## src/design/mcce_pkg.sv

```systemverilog
package mcce_pkg;

  localparam int LETTERS     = 26;
  localparam int LETTER_BITS = 5;
  localparam int COUNT_BITS  = 64;

  localparam logic [7:0] CH_LETTER_A = 8'h41;
  localparam logic [7:0] CH_LETTER_Z = 8'h41 + 8'(LETTERS - 1);
  localparam logic [7:0] CH_OPEN     = 8'h28;
  localparam logic [7:0] CH_CLOSE    = 8'h29;

  typedef enum logic [2:0] {
    STK_NOP,
    STK_PUSH,
    STK_READ,
    STK_MERGE,
    STK_CLEAR
  } stk_op_t;

  typedef struct packed {
    logic full;
    logic few;
  } stk_stat_t;

  typedef struct packed {
    logic start;
    logic clear;
  } cost_ctl_t;

endpackage

```

## src/design/mcce_dim_table.sv

```systemverilog
module mcce_dim_table
  import mcce_pkg::*;
#(
  parameter int DIM_BITS = 16
) (
  input  logic                    clk,
  input  logic                    wr_en,
  input  logic [LETTER_BITS-1:0]  wr_addr,
  input  logic [2*DIM_BITS-1:0]   wr_data,
  input  logic [LETTER_BITS-1:0]  rd_addr,
  output logic [2*DIM_BITS-1:0]   rd_data
);

  logic [2*DIM_BITS-1:0] mem [LETTERS];

  always_ff @(posedge clk) begin
    if (wr_en) begin
      mem[wr_addr] <= wr_data;
    end
    rd_data <= mem[rd_addr];
  end

endmodule

```

## config.mk

```make
export PLATFORM = sky130hd
export DESIGN_NAME = mcce_dim_table
export DESIGN_NICKNAME = d
export VERILOG_FILES = /design/src/design/mcce_pkg.sv /design/src/design/mcce_dim_table.sv
export SDC_FILE = /design/constraint.sdc
export NUM_CORES = 1
export LEC_CHECK = 0
export ABC_AREA = 1
export BUFFER_PORTS_ARGS = -buffer_cell sky130_fd_sc_hd__clkbuf_2
export CAP_MARGIN = 20
export CORE_MARGIN = 5
export CORE_UTILIZATION = 55
export DETAILED_ROUTE_END_ITERATION = 10
export PLACE_DENSITY = 0.68
export SKIP_CTS_REPAIR_TIMING = 1
export SLEW_MARGIN = 5
export SYNTH_ARGS = -nofsm -noshare
export SYNTH_HDL_FRONTEND = slang
export SYNTH_SLANG_ARGS = --single-unit
export TNS_END_PERCENT = 100
```

## constraint.sdc

```tcl
create_clock -name clk -period 5.2 [get_ports clk]
set_input_delay 0.52 -clock clk [delete_from_list [all_inputs] [get_ports clk]]
set_output_delay 0.52 -clock clk [all_outputs]
set_load 0.02 [all_outputs]
```

==> results_dict.tcl <==
set metrics [dict create \
    outcome "completed" \
    die-height_um 262 \
    crit_type "input pin to flip-flop" \
    start_util_pct 55.4 \
    timing.rr.end "rd_data[9]" \
    routabilityCongestion 0.820 \
    detail_route.wl_per_cell_um 22.3 \
    root_buffer "clkbuf_16" \
    power.density_mw_per_mm2 373 \
    hold_start "wr_data[9]" \
    min_period_ns 2.72 \
    post-dp-hpwl_mm 46.4 \
    ys_seq_elements 864 \
    grt_pass1_wl_mm 135 \
    grt_overflow 0 \
    fin_skew_ns 0.0150 \
    timing.fmax_mhz 367 \
    setup_viol 0 \
    clk_latency_ns 0.62 \
    crit_path_end "rd_data[28]" \
    rsz0062_at_grt "no" \
    drv_cap 0 \
    cts_buffers 84 \
    yosysWarnings 0 \
    cts_max_path_buffers 3 \
    path_cells "clkbuf_2 -> buf_4 -> clkinv_2 -> buf_4 -> nor2_1 -> o21ai_0 -> nand2_1 -> nand2_1 -> nand2_1" \
    via_count 22800 \
    finalHoldViolations 0 \
    worst_ir_drop_vdd_mv 0.205 \
    r2r_start "mem[22][9]" \
    cp.required_ns 5.75 \
    syn_nets 3115 \
    slew_headroom_pct 24.7 \
    worstMarginPinSlew_ns 1.13 \
    ys_top_cells_by_area "edfxtp_1 (72%), nand2_1 (12%), nand3_1 (8.4%)" \
    nFillCells 4857 \
    layout.nets 3144 \
    num_rows 92 \
    synth.largest_area_cell "edfxtp_1" \
    crit_path_start "rd_addr[3]" \
    cpMostUsedCell "nand2_1" \
    fin_cells 4010 \
    dp_cells 3860 \
    clk_pin_slew_ns 0.06 \
    firstDrtPassIters 6 \
    path_max_fanout 57 \
    area_growth_pct 10.8 \
    die-area_mm2 0.0686 \
    antenna_found_initial 6 \
    cts_tree "built" \
    seq_area_frac_synth_pct 73.5 \
    io_buffer_count 75 \
    core_area_mm2 0.0630 \
    die_w_um 262 \
    slowest_delay_ns 0.83 \
    drc 0 \
    crit_buf_inv 4 \
    slew_viol_final 0 \
    syn_avg_cell_area_um2 11.4 \
    reg2regPathDepth 8 \
    hold_path_class "input pin to flip-flop" \
    route.antenna.remaining_nets 0 \
    final_common_cell "nand2_1" \
    cp_num_cells 9 \
    routed_wl_mm 89.6 \
    synth.top_cell.area_share_pct 71.6 \
    htreeDepth 3 \
    ioPinCount 76 \
    p_leak_nw 14.9 \
    layout_common_cells "nand2_1 (1120), edfxtp_1 (832), nand3_1 (587)" \
    grt_pass1_vias 22100 \
    period_share_pct 52.4 \
    track_usage_pct 26.1 \
    cts_sinks 864 \
    grt_max_degree 209 \
    regArea_mm2 0.0256 \
    startpoint_type "input pin" \
    slowest_stage "clkinv_2" \
    multiInputGateArea_mm2 0.00784 \
    crit_family "buffers and inverters" \
    synth_cells 3071 \
    drt-vias-per-instance 5.69 \
    synth.cell_area_mm2 0.0349 \
    drive_gt1_share_pct 8.10 \
    worstPathArrival_ns 3.28 \
    setup_tns_ns 0 \
    final_core_util_pct 61.4 \
    r2r_slack_ns 3.95 \
    synth_cell_types 14 \
    drtIter0Drc 2721 \
    end_kind "flip-flop" \
]
cell type report:
| class | instances | share of cell area [%] |
|---|---|---|
| diodes | 2 | 0.0129 |
| clock buffers | 106 | 5.82 |
| clock inverters | 42 | 0.812 |
| inverters | 202 | 2.00 |
| multi-input cells | 1829 | 20.3 |
| flip-flops and latches | 864 | 66.3 |
| well taps | 846 | 2.74 |
| repair buffers | 119 | 2.06 |
per-layer routing:
| layer | GRT usage, % | up-vias | wire length, um |
|---|---|---|---|
| met1 | 36.2 | 11100 | 35800 |
| met3 | 4.21 | 167 | 7940 |
| met4 | 8.06 | 8 | 2370 |
| met5 | 0 | - | 50 |
| li1 | - | 10500 | - |
| met2 | 43.1 | 1076 | 43400 |
flip-flops by register name, indices dropped and copies added (netlist names):
signal / flops
mem: 832
rd_data: 32
synthesized netlist by cell type:
master	count
dfxtp_1	32
clkbuf_1	41
buf_2	71
edfxtp_1	832
inv_1	199
o21ai_0	32
buf_4	26
buf_6	2
nor2_1	90
nand2_1	1120
inv_2	1
nand3_1	587
buf_1	36
clkinv_1	2
kinds of logic after synthesis:
group | synth area share, %
DFF | 73.5
AOI/OAI and AO/OA | 0.459
and+or+nand+nor | 21.4
buffers and inverters | 4.64
power by group:
group          internal, mW  switching [mW]
Sequential             7.74          0.0402
Combinational         0.219           0.658
Clock                  3.29            2.46
how the worst min path moves through the flow:
stage	end	slack (ns)	cells after the start
6_report	mem[8][9]	0.46	1
5_1_grt	mem[25][4]	0.45	1
4_1_cts	mem[2][4]	0.41	1
3_5_place_dp	rd_data[13]	0.55	4
3_3_place_gp	rd_data[29]	0.54	4
2_1_floorplan	rd_data[0]	0.52	4
stage by stage:
step | total power, mW | hold WS [ns] | area, um^2 | setup slack, ns
after floorplan | 8.44 | 0.523 | 34900 | 2.63
after CTS | 14.5 | 0.414 | 38600 | 2.57
after global routing | 14.9 | 0.454 | 38600 | 2.39
after detailed placement | 8.80 | 0.546 | 36100 | 1.94
final | 14.4 | 0.457 | 38700 | 2.48
after global placement | 8.77 | 0.543 | 36100 | 2.05
(Power assumes the default switching activity.)
