File: config.mk
export PLATFORM = sky130hd
export DESIGN_NAME = mcce_cost_unit
export DESIGN_NICKNAME = d
export VERILOG_FILES = /design/src/design/mcce_pkg.sv /design/src/design/mcce_cost_unit.sv
export SDC_FILE = /design/constraint.sdc
export NUM_CORES = 2
export LEC_CHECK = 0
export BUFFER_PORTS_ARGS = -buffer_cell sky130_fd_sc_hd__buf_2
export CAP_MARGIN = 5
export CORE_MARGIN = 3
export CORE_UTILIZATION = 60
export DETAILED_ROUTE_END_ITERATION = 10
export PLACE_DENSITY = 0.74
export SYNTH_ARGS = -nofsm -noshare
export SYNTH_HDL_FRONTEND = slang
export SYNTH_SLANG_ARGS = --single-unit
File: constraint.sdc
create_clock -name clk -period 18.5 [get_ports clk]
set_input_delay 3.7 -clock clk [delete_from_list [all_inputs] [get_ports clk]]
set_output_delay 3.7 -clock clk [all_outputs]
set_load 0.02 [all_outputs]
File: src/design/mcce_pkg.sv
package mcce_pkg;

  localparam int LETTERS     = 26;
  localparam int LETTER_BITS = 5;
  localparam int COUNT_BITS  = 64;

  localparam logic [7:0] CH_LETTER_A = 8'h41;
  localparam logic [7:0] CH_LETTER_Z = 8'h41 + 8'(LETTERS - 1);
  localparam logic [7:0] CH_OPEN     = 8'h28;
  localparam logic [7:0] CH_CLOSE    = 8'h29;

  typedef enum logic [2:0] {
    STK_NOP,
    STK_PUSH,
    STK_READ,
    STK_MERGE,
    STK_CLEAR
  } stk_op_t;

  typedef struct packed {
    logic full;
    logic few;
  } stk_stat_t;

  typedef struct packed {
    logic start;
    logic clear;
  } cost_ctl_t;

endpackage

File: src/design/mcce_cost_unit.sv
module mcce_cost_unit
  import mcce_pkg::*;
#(
  parameter int DIM_BITS = 16
) (
  input  logic                  clk,
  input  logic                  rst,
  input  cost_ctl_t             ctl,
  input  logic [DIM_BITS-1:0]   rows,
  input  logic [DIM_BITS-1:0]   inner,
  input  logic [DIM_BITS-1:0]   cols,
  output logic                  done,
  output logic [COUNT_BITS-1:0] total
);

  localparam int PW = 2 * DIM_BITS;

  logic                  v1, v2, v3;
  logic [PW-1:0]         p1;
  logic [DIM_BITS-1:0]   c1;
  logic [PW-1:0]         pp_lo, pp_hi;
  logic [COUNT_BITS-1:0] prod;
  logic [COUNT_BITS:0]   sum;

  assign sum = {1'b0, total} + {1'b0, prod};

  always_ff @(posedge clk) begin
    if (ctl.start) begin
      p1 <= PW'(rows) * PW'(inner);
      c1 <= cols;
    end
    if (v1) begin
      pp_lo <= PW'(p1[DIM_BITS-1:0]) * PW'(c1);
      pp_hi <= PW'(p1[PW-1:DIM_BITS]) * PW'(c1);
    end
    if (v2) begin
      prod <= (COUNT_BITS'(pp_hi) << DIM_BITS) + COUNT_BITS'(pp_lo);
    end
  end

  always_ff @(posedge clk) begin
    if (rst) begin
      v1    <= 1'b0;
      v2    <= 1'b0;
      v3    <= 1'b0;
      done  <= 1'b0;
      total <= '0;
    end else begin
      v1   <= ctl.start;
      v2   <= v1;
      v3   <= v2;
      done <= v3;
      if (ctl.clear) begin
        total <= '0;
      end else if (v3) begin
        total <= sum[COUNT_BITS] ? '1 : sum[COUNT_BITS-1:0];
      end
    end
  end

endmodule
==> results.cfg <==
[synth]
synth_area_per_cell_sq_um = 9.43
syn-num-nets = 4827
ys_seq_area_frac = 0.172
netlist_area_sq_um = 36000
ys.flop_type = edfxtp_1
synthCells = 3814
synth_seq_cells = 229
async_reset_ff_frac = 0
yosys_warnings = 0
synth-edff-count = 161
synth.distinct_cells = 78

[placement]
place_hpwl_um = 61700
place_inst = 4577
gp_congestion = 0.919
port_buffers = 116

[sta]
setup_viol = 0
fin_skew_ns = 0.0211
final-hold-violation-count = 0
period_share = 0.504
min_period_ns = 9.32
slew_viol_final = 0
max_freq_ghz = 0.107
rsz0062_at_grt = no
worstMarginPinSlew_ns = 1.09
fin_setup_tns_ns = 0
max_slew_margin = 0.274

[clock_tree]
clk_latency_ns = 0.55
htreeDepth = 1
numCtsBuffers = 27
clkTransAtPathRegs_ns = 0.06
cts.sinks = 229
cts-resized-gates = 0
cts-hold-fix-buffers = 0
cts_tree = yes
cts_setup_buffers = 0
root_buffer = clkbuf_16
clk_path_buf_depth = 3

[flow_run]
max_cap_violations = 0

[floorplan]
die_height_um = 251
initial_core_util = 0.608
rows = 89
dieWidth_um = 251
io_pins = 117
coreArea_sq_um = 59100
dieArea_sq_um = 62900

[global_route]
gr-usage-met2 = 0.450
grt_pass1_vias = 27210
busiest_layer = met2
grt_pass1_wl_um = 135000
grtUsageTotal = 0.262
grt-ovfl-total = 0
grt_max_degree = 88
grt_use_met1 = 0.345
grtUsageMet3 = 0.0462
antenna_found_initial = 5

[critical_path]
crit_required_ns = 18.77
rr_worst_depth = 21
critPathKind = in -> reg
cp.arrival_ns = 9.60
endpoint_kind = flop
crit_fanout = 16
cp-start-kind = primary input

[status]
status = finished clean

[routing]
vias = 25864
drc_errors = 0
first_pass_iters = 5
final_antenna_net_count = 0
detail_route.wl_per_cell_um = 17.3
viasPerCell = 5.59
drtIter0Drc = 1357
drt_wl_total_um = 80000

[layout]
fin_cells = 4629
final_nets = 4846
drive_gt1_frac = 0.0566
mostFrequentLayoutCell = inv_1
area_growth_pct = 5.51
final_cell_mix = 703 x inv_1, 584 x fa_1, 485 x nand2_1, 377 x ha_1, 360 x and2_1
utilization = 0.642

[min_path]
min_path_type = reg -> reg
holdPathStages = 0
kinds of logic after synthesis:
kind of cell               count (synthesis)  share of synthesized area
AOI/OAI and AO/OA                        518                     0.0917
and+or+nand+nor                         1085                      0.149
buffers and inverters                    856                     0.0904
adders and majority gates                961                      0.456
DFF                                      229                      0.172
xor gates and xnor gates                 163                     0.0397
muxes                                      2                   0.000557
through the flow:
stage | hold slack (ns) | setup WS (ns) | instance area, sq um
2_1_floorplan | 0.400 | 9.17 | 36000
3_3_place_gp | 0.402 | 8.76 | 37100
3_5_place_dp | 0.405 | 8.61 | 37100
4_1_cts | 0.420 | 9.18 | 37900
5_1_grt | 0.427 | 8.87 | 37900
6_report | 0.417 | 9.18 | 37900
flip-flops by register name, summed over array words and instances, names as in the netlist, 16 cells and up:
signal / cells
prod: 49
c1: 16
total: 64
p1: 32
pp_hi: 32
pp_lo: 32
layout make-up:
class	count	area [sq um]
Clock inverter	15	109
Multi-Input combinational cell	2729	26500
Tap cell	773	967
Antenna cell	3	7.51
Inverter	703	2640
Timing Repair Buffer	143	783
Sequential cell	229	6200
Fill cell	4923	21200
Clock buffer	34	722
synthesized netlist by cell type, types with 5 or more instances:
master	number	area, sq um
nor2b_1	18	113
a21oi_1	157	786
ha_1	377	4720
clkbuf_1	142	533
nor3_1	19	95.1
buf_2	5	25.0
and4_1	5	43.8
inv_1	703	2640
xor2_1	63	552
fa_1	584	11700
a311oi_1	7	61.3
or3_1	6	37.5
nand3_1	31	155
nand2_1	485	1820
a21o_1	79	593
o21bai_1	13	97.6
nand4_1	17	106
and2_1	360	2250
dfxtp_1	68	1360
a211oi_1	7	52.6
xnor2_1	100	876
edfxtp_1	161	4830
a41oi_1	8	70.1
nand2b_1	17	106
a31oi_1	48	300
o21a_1	13	97.6
o211ai_1	7	52.6
and3_1	25	156
o31ai_1	7	52.6
nor2_1	80	300
o21ai_0	114	571
path summary, 6_finish.rpt:
path              startpoint        end  slack [ns]
hold reg to reg     pp_lo[0]    prod[0]        0.42
setup / recovery     rows[7]     p1[30]        9.18
setup reg to reg       p1[9]  pp_lo[31]       11.18
hold / removal      pp_lo[0]    prod[0]        0.42
worst max-delay path, stage by stage:
cell and delay, ns:
buf_2 0.22, and2_1 0.23, fa_1 0.53, inv_1 0.05, fa_1 0.47, fa_1 0.51, fa_1 0.56, inv_1 0.05
fa_1 0.47, inv_1 0.04, fa_1 0.47, inv_1 0.04, ha_1 0.34, nand3_1 0.12, o21ai_0 0.24, a21o_1 0.15
a31oi_1 0.20, o31ai_1 0.65, a211oi_1 0.24, a22oi_1 0.22, xor2_1 0.09
layer usage:
metal,up-vias,part of all wire
met3,167,0.073
met5,-,0.00055
met2,833,0.48
met1,12774,0.42
li1,12084,-
met4,6,0.026
Power is left out: the tool's default activity adds up to more than one toggle a clock period on the data nets, which glitch-free logic cannot reach.
