<file path="config.mk">
export PLATFORM = sky130hd
export DESIGN_NAME = mcce_stack
export DESIGN_NICKNAME = d
export VERILOG_FILES = /design/src/design/mcce_pkg.sv /design/src/design/mcce_stack.sv
export SDC_FILE = /design/constraint.sdc
export NUM_CORES = 2
export LEC_CHECK = 0
export ABC_AREA = 1
export BUFFER_PORTS_ARGS = -buffer_cell sky130_fd_sc_hd__buf_2
export CAP_MARGIN = 25
export CELL_PAD_IN_SITES_DETAIL_PLACEMENT = 1
export CELL_PAD_IN_SITES_GLOBAL_PLACEMENT = 1
export CORE_MARGIN = 4
export CORE_UTILIZATION = 49
export CTS_BUF_LIST = sky130_fd_sc_hd__clkbuf_4
export CTS_CLUSTER_SIZE = 30
export DETAILED_ROUTE_END_ITERATION = 16
export GPL_TIMING_DRIVEN = 0
export PLACE_DENSITY = 0.8
export SYNTH_ARGS = -nofsm -noshare
export SYNTH_HDL_FRONTEND = slang
export SYNTH_SLANG_ARGS = --single-unit
</file>
<file path="constraint.sdc">
create_clock -name clk -period 4.1 [get_ports clk]
set_input_delay 0.615 -clock clk [delete_from_list [all_inputs] [get_ports clk]]
set_output_delay 0.615 -clock clk [all_outputs]
set_load 0.01 [all_outputs]
</file>
<file path="src/design/mcce_pkg.sv">
package mcce_pkg;

  localparam int LETTERS     = 26;
  localparam int LETTER_BITS = 5;
  localparam int COUNT_BITS  = 64;

  localparam logic [7:0] CH_LETTER_A = 8'h41;
  localparam logic [7:0] CH_LETTER_Z = 8'h41 + 8'(LETTERS - 1);
  localparam logic [7:0] CH_OPEN     = 8'h28;
  localparam logic [7:0] CH_CLOSE    = 8'h29;

  typedef enum logic [2:0] {
    STK_NOP,
    STK_PUSH,
    STK_READ,
    STK_MERGE,
    STK_CLEAR
  } stk_op_t;

  typedef struct packed {
    logic full;
    logic few;
  } stk_stat_t;

  typedef struct packed {
    logic start;
    logic clear;
  } cost_ctl_t;

endpackage

</file>
<file path="src/design/mcce_stack.sv">
module mcce_stack
  import mcce_pkg::*;
#(
  parameter int STACK_DEPTH = 64,
  parameter int DIM_BITS    = 16
) (
  input  logic                  clk,
  input  logic                  rst,
  input  stk_op_t               op,
  input  logic [2*DIM_BITS-1:0] wr_data,
  output stk_stat_t             stat,
  output logic [2*DIM_BITS-1:0] top,
  output logic [2*DIM_BITS-1:0] below
);

  localparam int ADDR_W  = (STACK_DEPTH > 1) ? $clog2(STACK_DEPTH) : 1;
  localparam int DEPTH_W = $clog2(STACK_DEPTH + 1);

  logic [2*DIM_BITS-1:0] mem [STACK_DEPTH];
  logic [DEPTH_W-1:0]    depth;
  logic [DEPTH_W-1:0]    below_idx;

  assign below_idx = depth - DEPTH_W'(2);
  assign stat.full = (depth == DEPTH_W'(STACK_DEPTH));
  assign stat.few  = (depth < DEPTH_W'(2));

  always_ff @(posedge clk) begin
    case (op)
      STK_PUSH:  mem[depth[ADDR_W-1:0]] <= wr_data;
      STK_MERGE: mem[below_idx[ADDR_W-1:0]] <= wr_data;
      default: ;
    endcase
    if (op == STK_READ) begin
      below <= mem[below_idx[ADDR_W-1:0]];
    end
    if (op == STK_PUSH || op == STK_MERGE) begin
      top <= wr_data;
    end
  end

  always_ff @(posedge clk) begin
    if (rst) begin
      depth <= '0;
    end else begin
      case (op)
        STK_PUSH:  depth <= depth + DEPTH_W'(1);
        STK_MERGE: depth <= depth - DEPTH_W'(1);
        STK_CLEAR: depth <= '0;
        default: ;
      endcase
    end
  end

  a_depth_bound: assert property (@(posedge clk) disable iff (rst)
    depth <= DEPTH_W'(STACK_DEPTH))
    else $error("stack depth beyond capacity");

  a_push_room: assert property (@(posedge clk) disable iff (rst)
    (op == STK_PUSH) |-> !stat.full)
    else $error("push onto full stack");

  a_merge_after_read: assert property (@(posedge clk) disable iff (rst)
    (op == STK_MERGE) |-> ($past(op) == STK_READ && !stat.few))
    else $error("merge without preceding read");

endmodule

</file>
==> results.md <==
* Outcome: finished with violations
* Violated checks: negative setup slack
* Seq cells post-synth at 2119
* Total Power at 47.30 mW
* Final setup violation count at 119
* PnR worst setup slack at -0.1538 ns
* Die Height at 424.2 um
* Max-cap violations at 0
* Avg Cell Area, Syn at 12.30 um2
* Final GP Congestion at 1.035
* Core footprint at 171900 um2
* Root Driver: clkbuf_4
* Dpl hpwl at 238600 um
* Synth Instances at 6901
* Syn Nets at 6947
* Congestion Overflow GR at 0
* GRT Util Overall at 39.75%
* Share of flip-flops with an asynchronous set or reset at 0%
* Clk_lat worst skew at 1.45 ns
* Num ports at 103
* Final clock skew at 0.1193 ns
* Leak at 36.24 nW
* Critical path arrival at 5.34 ns
* First-pass DRT Iterations at 6
* Met1 wire length at 121500 um
* I/O Buffers at 102
* Seq. cell area at 63560 um2
* Via count at 68100
* PwrDens at 475.0 nW/um2
* Vias in the first global route at 69550
* Nets at 7868
* CP endpoint kind: register
* Final Util at 57.92%
* Post-synth EDFFs at 2112
* Post-placement setup slack at -1.346 ns
* Max Fanout on Critical Path at 19
* WL met2 at 159600 um
* Clock sink count at 2119
* First-pass GRT wire length at 503500 um
* Main flop type after synthesis: edfxtp_1
* Worst Path Required at 5.18 ns
* Remaining DRCs at 0
* Area Overhead vs Synth at 17.34%
* Max Used Layer: met5
* Critical path type: reg2reg
* Hold Vio Cnt, Final at 0
* Vias per Instance at 6.481
* Post-synthesis cell type count at 36
* Row count at 152
* Die Wd at 424.2 um
* DR WL/cell at 34.56 um
* Final ANT Viol Nets at 0
* Sequential area share after synthesis at 74.90%
* Die area at 179900 um2
* Largest net degree at the start of global routing at 66
* Worst slew pin tran at 1.189 ns
* Num CTS Buffers at 565
* Syn. warnings at 0
* Htree depth at 6
* Final slew viol count at 0
* Clock slew at reported path FFs at 0.07 ns
* Fmax at 235.1 MHz
* Tmin final at 4.254 ns
* Met3 routed WL at 49370 um
* Startpoint types: register
* # fillers at 17700
* Worst Hold Class: in2reg
* Area occupied by multi-input gates at 19420 um2
* Final Cycle Share at 103.8%
* Initial DRC Count at 11330
* Routed WL at 363200 um
* DP Area at 91080 um2
* CTS max path bufs at 4
* CTS tree: yes
* Max IR drop VDD at 0.3670 mV
* Post-Layout Inst Area at 99570 um2
* Initial core utilization at 49.36%
* Layout cell share with drive strength beyond 1 at 19.96%
* Antenna violations before repair at 50
* Mapped Area at 84860 um2
* Max_slew headroom at 20.74%
-- per-layer routing --
metal / global-route usage (%) / vias to the layer above
met3: 13.09 / 1569
met5: 0 / -
li1: - / 26780
met2: 59.28 / 5899
met4: 29.75 / 26
met1: 48.34 / 33820
-- final cells by class --
class                           instances  share of cell area (%)
Sequential cell                      2119                   63.83
Multi-Input combinational cell       4312                   19.50
Clock buffer                          810                   6.107
Timing Repair Buffer                  355                   4.417
Tap cell                             2310                   2.903
Buffer                                446                   2.482
Clock inverter                        108                  0.6006
Inverter                               23                 0.09550
Antenna cell                           24                 0.06031
-- critical path, cell delays in order (launching register included) --
cell	delay, ns
dfxtp_1	0.34
buf_4	0.25
inv_2	0.09
buf_12	0.18
buf_8	0.21
ha_1	0.30
buf_2	0.27
clkinvlp_4	0.29
clkbuf_16	0.29
buf_2	0.28
nand3_1	0.14
nand3_1	0.26
nand3_1	0.27
nand2_1	0.25
nand2_1	0.15
nand2_1	0.24
-- logic make-up (layout without fill, tap and decap cells) --
logic type	Yosys count	in the layout	share of synthesized area (%)
other	0	24	0
xor gates and xnor gates	4	4	0.07226
DFF	2119	2119	74.90
AOI/OAI and AO/OA	21	21	0.1799
and+or+nand+nor	4278	4278	21.86
buffers and inverters	470	1742	2.843
adders and majority gates	9	9	0.1416
-- synth_stat cells (2+ instances only) --
cell | n | area (um2)
buf_4 | 3 | 22.52
buf_1 | 51 | 191.4
nand3_1 | 1912 | 9569
edfxtp_1 | 2112 | 63420
o21ai_2 | 2 | 17.52
buf_2 | 295 | 1476
buf_6 | 35 | 394.1
nor2_4 | 3 | 33.78
nor2_2 | 4 | 25.02
ha_1 | 8 | 100.1
nand2_4 | 5 | 56.30
nor3_1 | 2 | 10.01
nor2_1 | 71 | 266.5
clkbuf_1 | 63 | 236.5
nand2_1 | 2271 | 8524
inv_4 | 2 | 12.51
o21ai_0 | 3 | 15.01
dfxtp_1 | 7 | 140.1
inv_1 | 14 | 52.55
inv_2 | 7 | 26.28
o21ai_4 | 2 | 32.53
a21oi_1 | 11 | 55.05
nand2_2 | 5 | 31.28
-- placed cells by master, fill, tap and decap left out, types with 2 or more instances in the layout --
cell type           n
nand2_1          2266
nand2_4             7
edfxtp_1         2112
nor2_4             67
ha_1                8
a21oi_1            11
nor2_1              7
nor2_2              4
o21ai_0             3
clkbuf_2           16
inv_2              24
buf_12             92
buf_2             373
clkinvlp_4          2
clkinv_1           79
buf_1              29
clkbuf_4          814
buf_16             31
inv_1              13
nand3_2             6
bufinv_16           7
buf_8               6
dfxtp_1             7
buf_6              39
clkdlybuf4s15_2     2
diode_2            24
nand3_1          1907
o21ai_4             2
nand2_2             8
inv_4               2
dlygate4sd3_1      46
clkinv_2            4
clkbuf_1           44
o21ai_2             2
buf_4             118
-- timing repair --
action | in CTS | in global routing
hold buffers | 46 | 0
hold endpoints to repair | 2111 | 0
gates resized for setup | 74 | 36
endpoints found under the setup margin | 2061 | 341
buffers inserted | 77 | 26
pin swaps | 27 | 7
gates cloned | 0 | 0
-- path summary, 6_finish.rpt --
path         depth (start not counted)  slack [ns]                   from                     to
min                                  3        0.10                  op[0]     below[3]$_DFFE_PN_
max                                 15       -0.15  depth[1]$_SDFFE_PP0P_    below[13]$_DFFE_PN_
max reg2reg                         15       -0.15  depth[1]$_SDFFE_PP0P_    below[13]$_DFFE_PN_
min reg2reg                          2        0.50  depth[6]$_SDFFE_PP0P_  depth[6]$_SDFFE_PP0P_
-- power by group --
| group | switching [mW] | internal, mW |
|---|---|---|
| combinational | 3.76 | 0.990 |
| sequential | 0.0330 | 23.9 |
| clock | 9.14 | 9.44 |
| total | 12.9 | 34.4 |
-- state kept, by name, summed over array words and instances (netlist names) --
| name | flops |
|---|---|
| depth | 7 |
| top | 32 |
| mem | 2048 |
| below | 32 |
-- metrics by stage --
stage	hold slack, ns	instances	setup TNS, ns
detailed placement	0.4829	9417	-1201.87
CTS	0.02433	10460	-0.04119
global route	0.08819	10490	-0.1295
floorplan	0.4516	6901	-44.75
global placement	0.4711	9313	-5291.25
finish	0.1026	10510	-4.983
(Power assumes the default switching activity.)
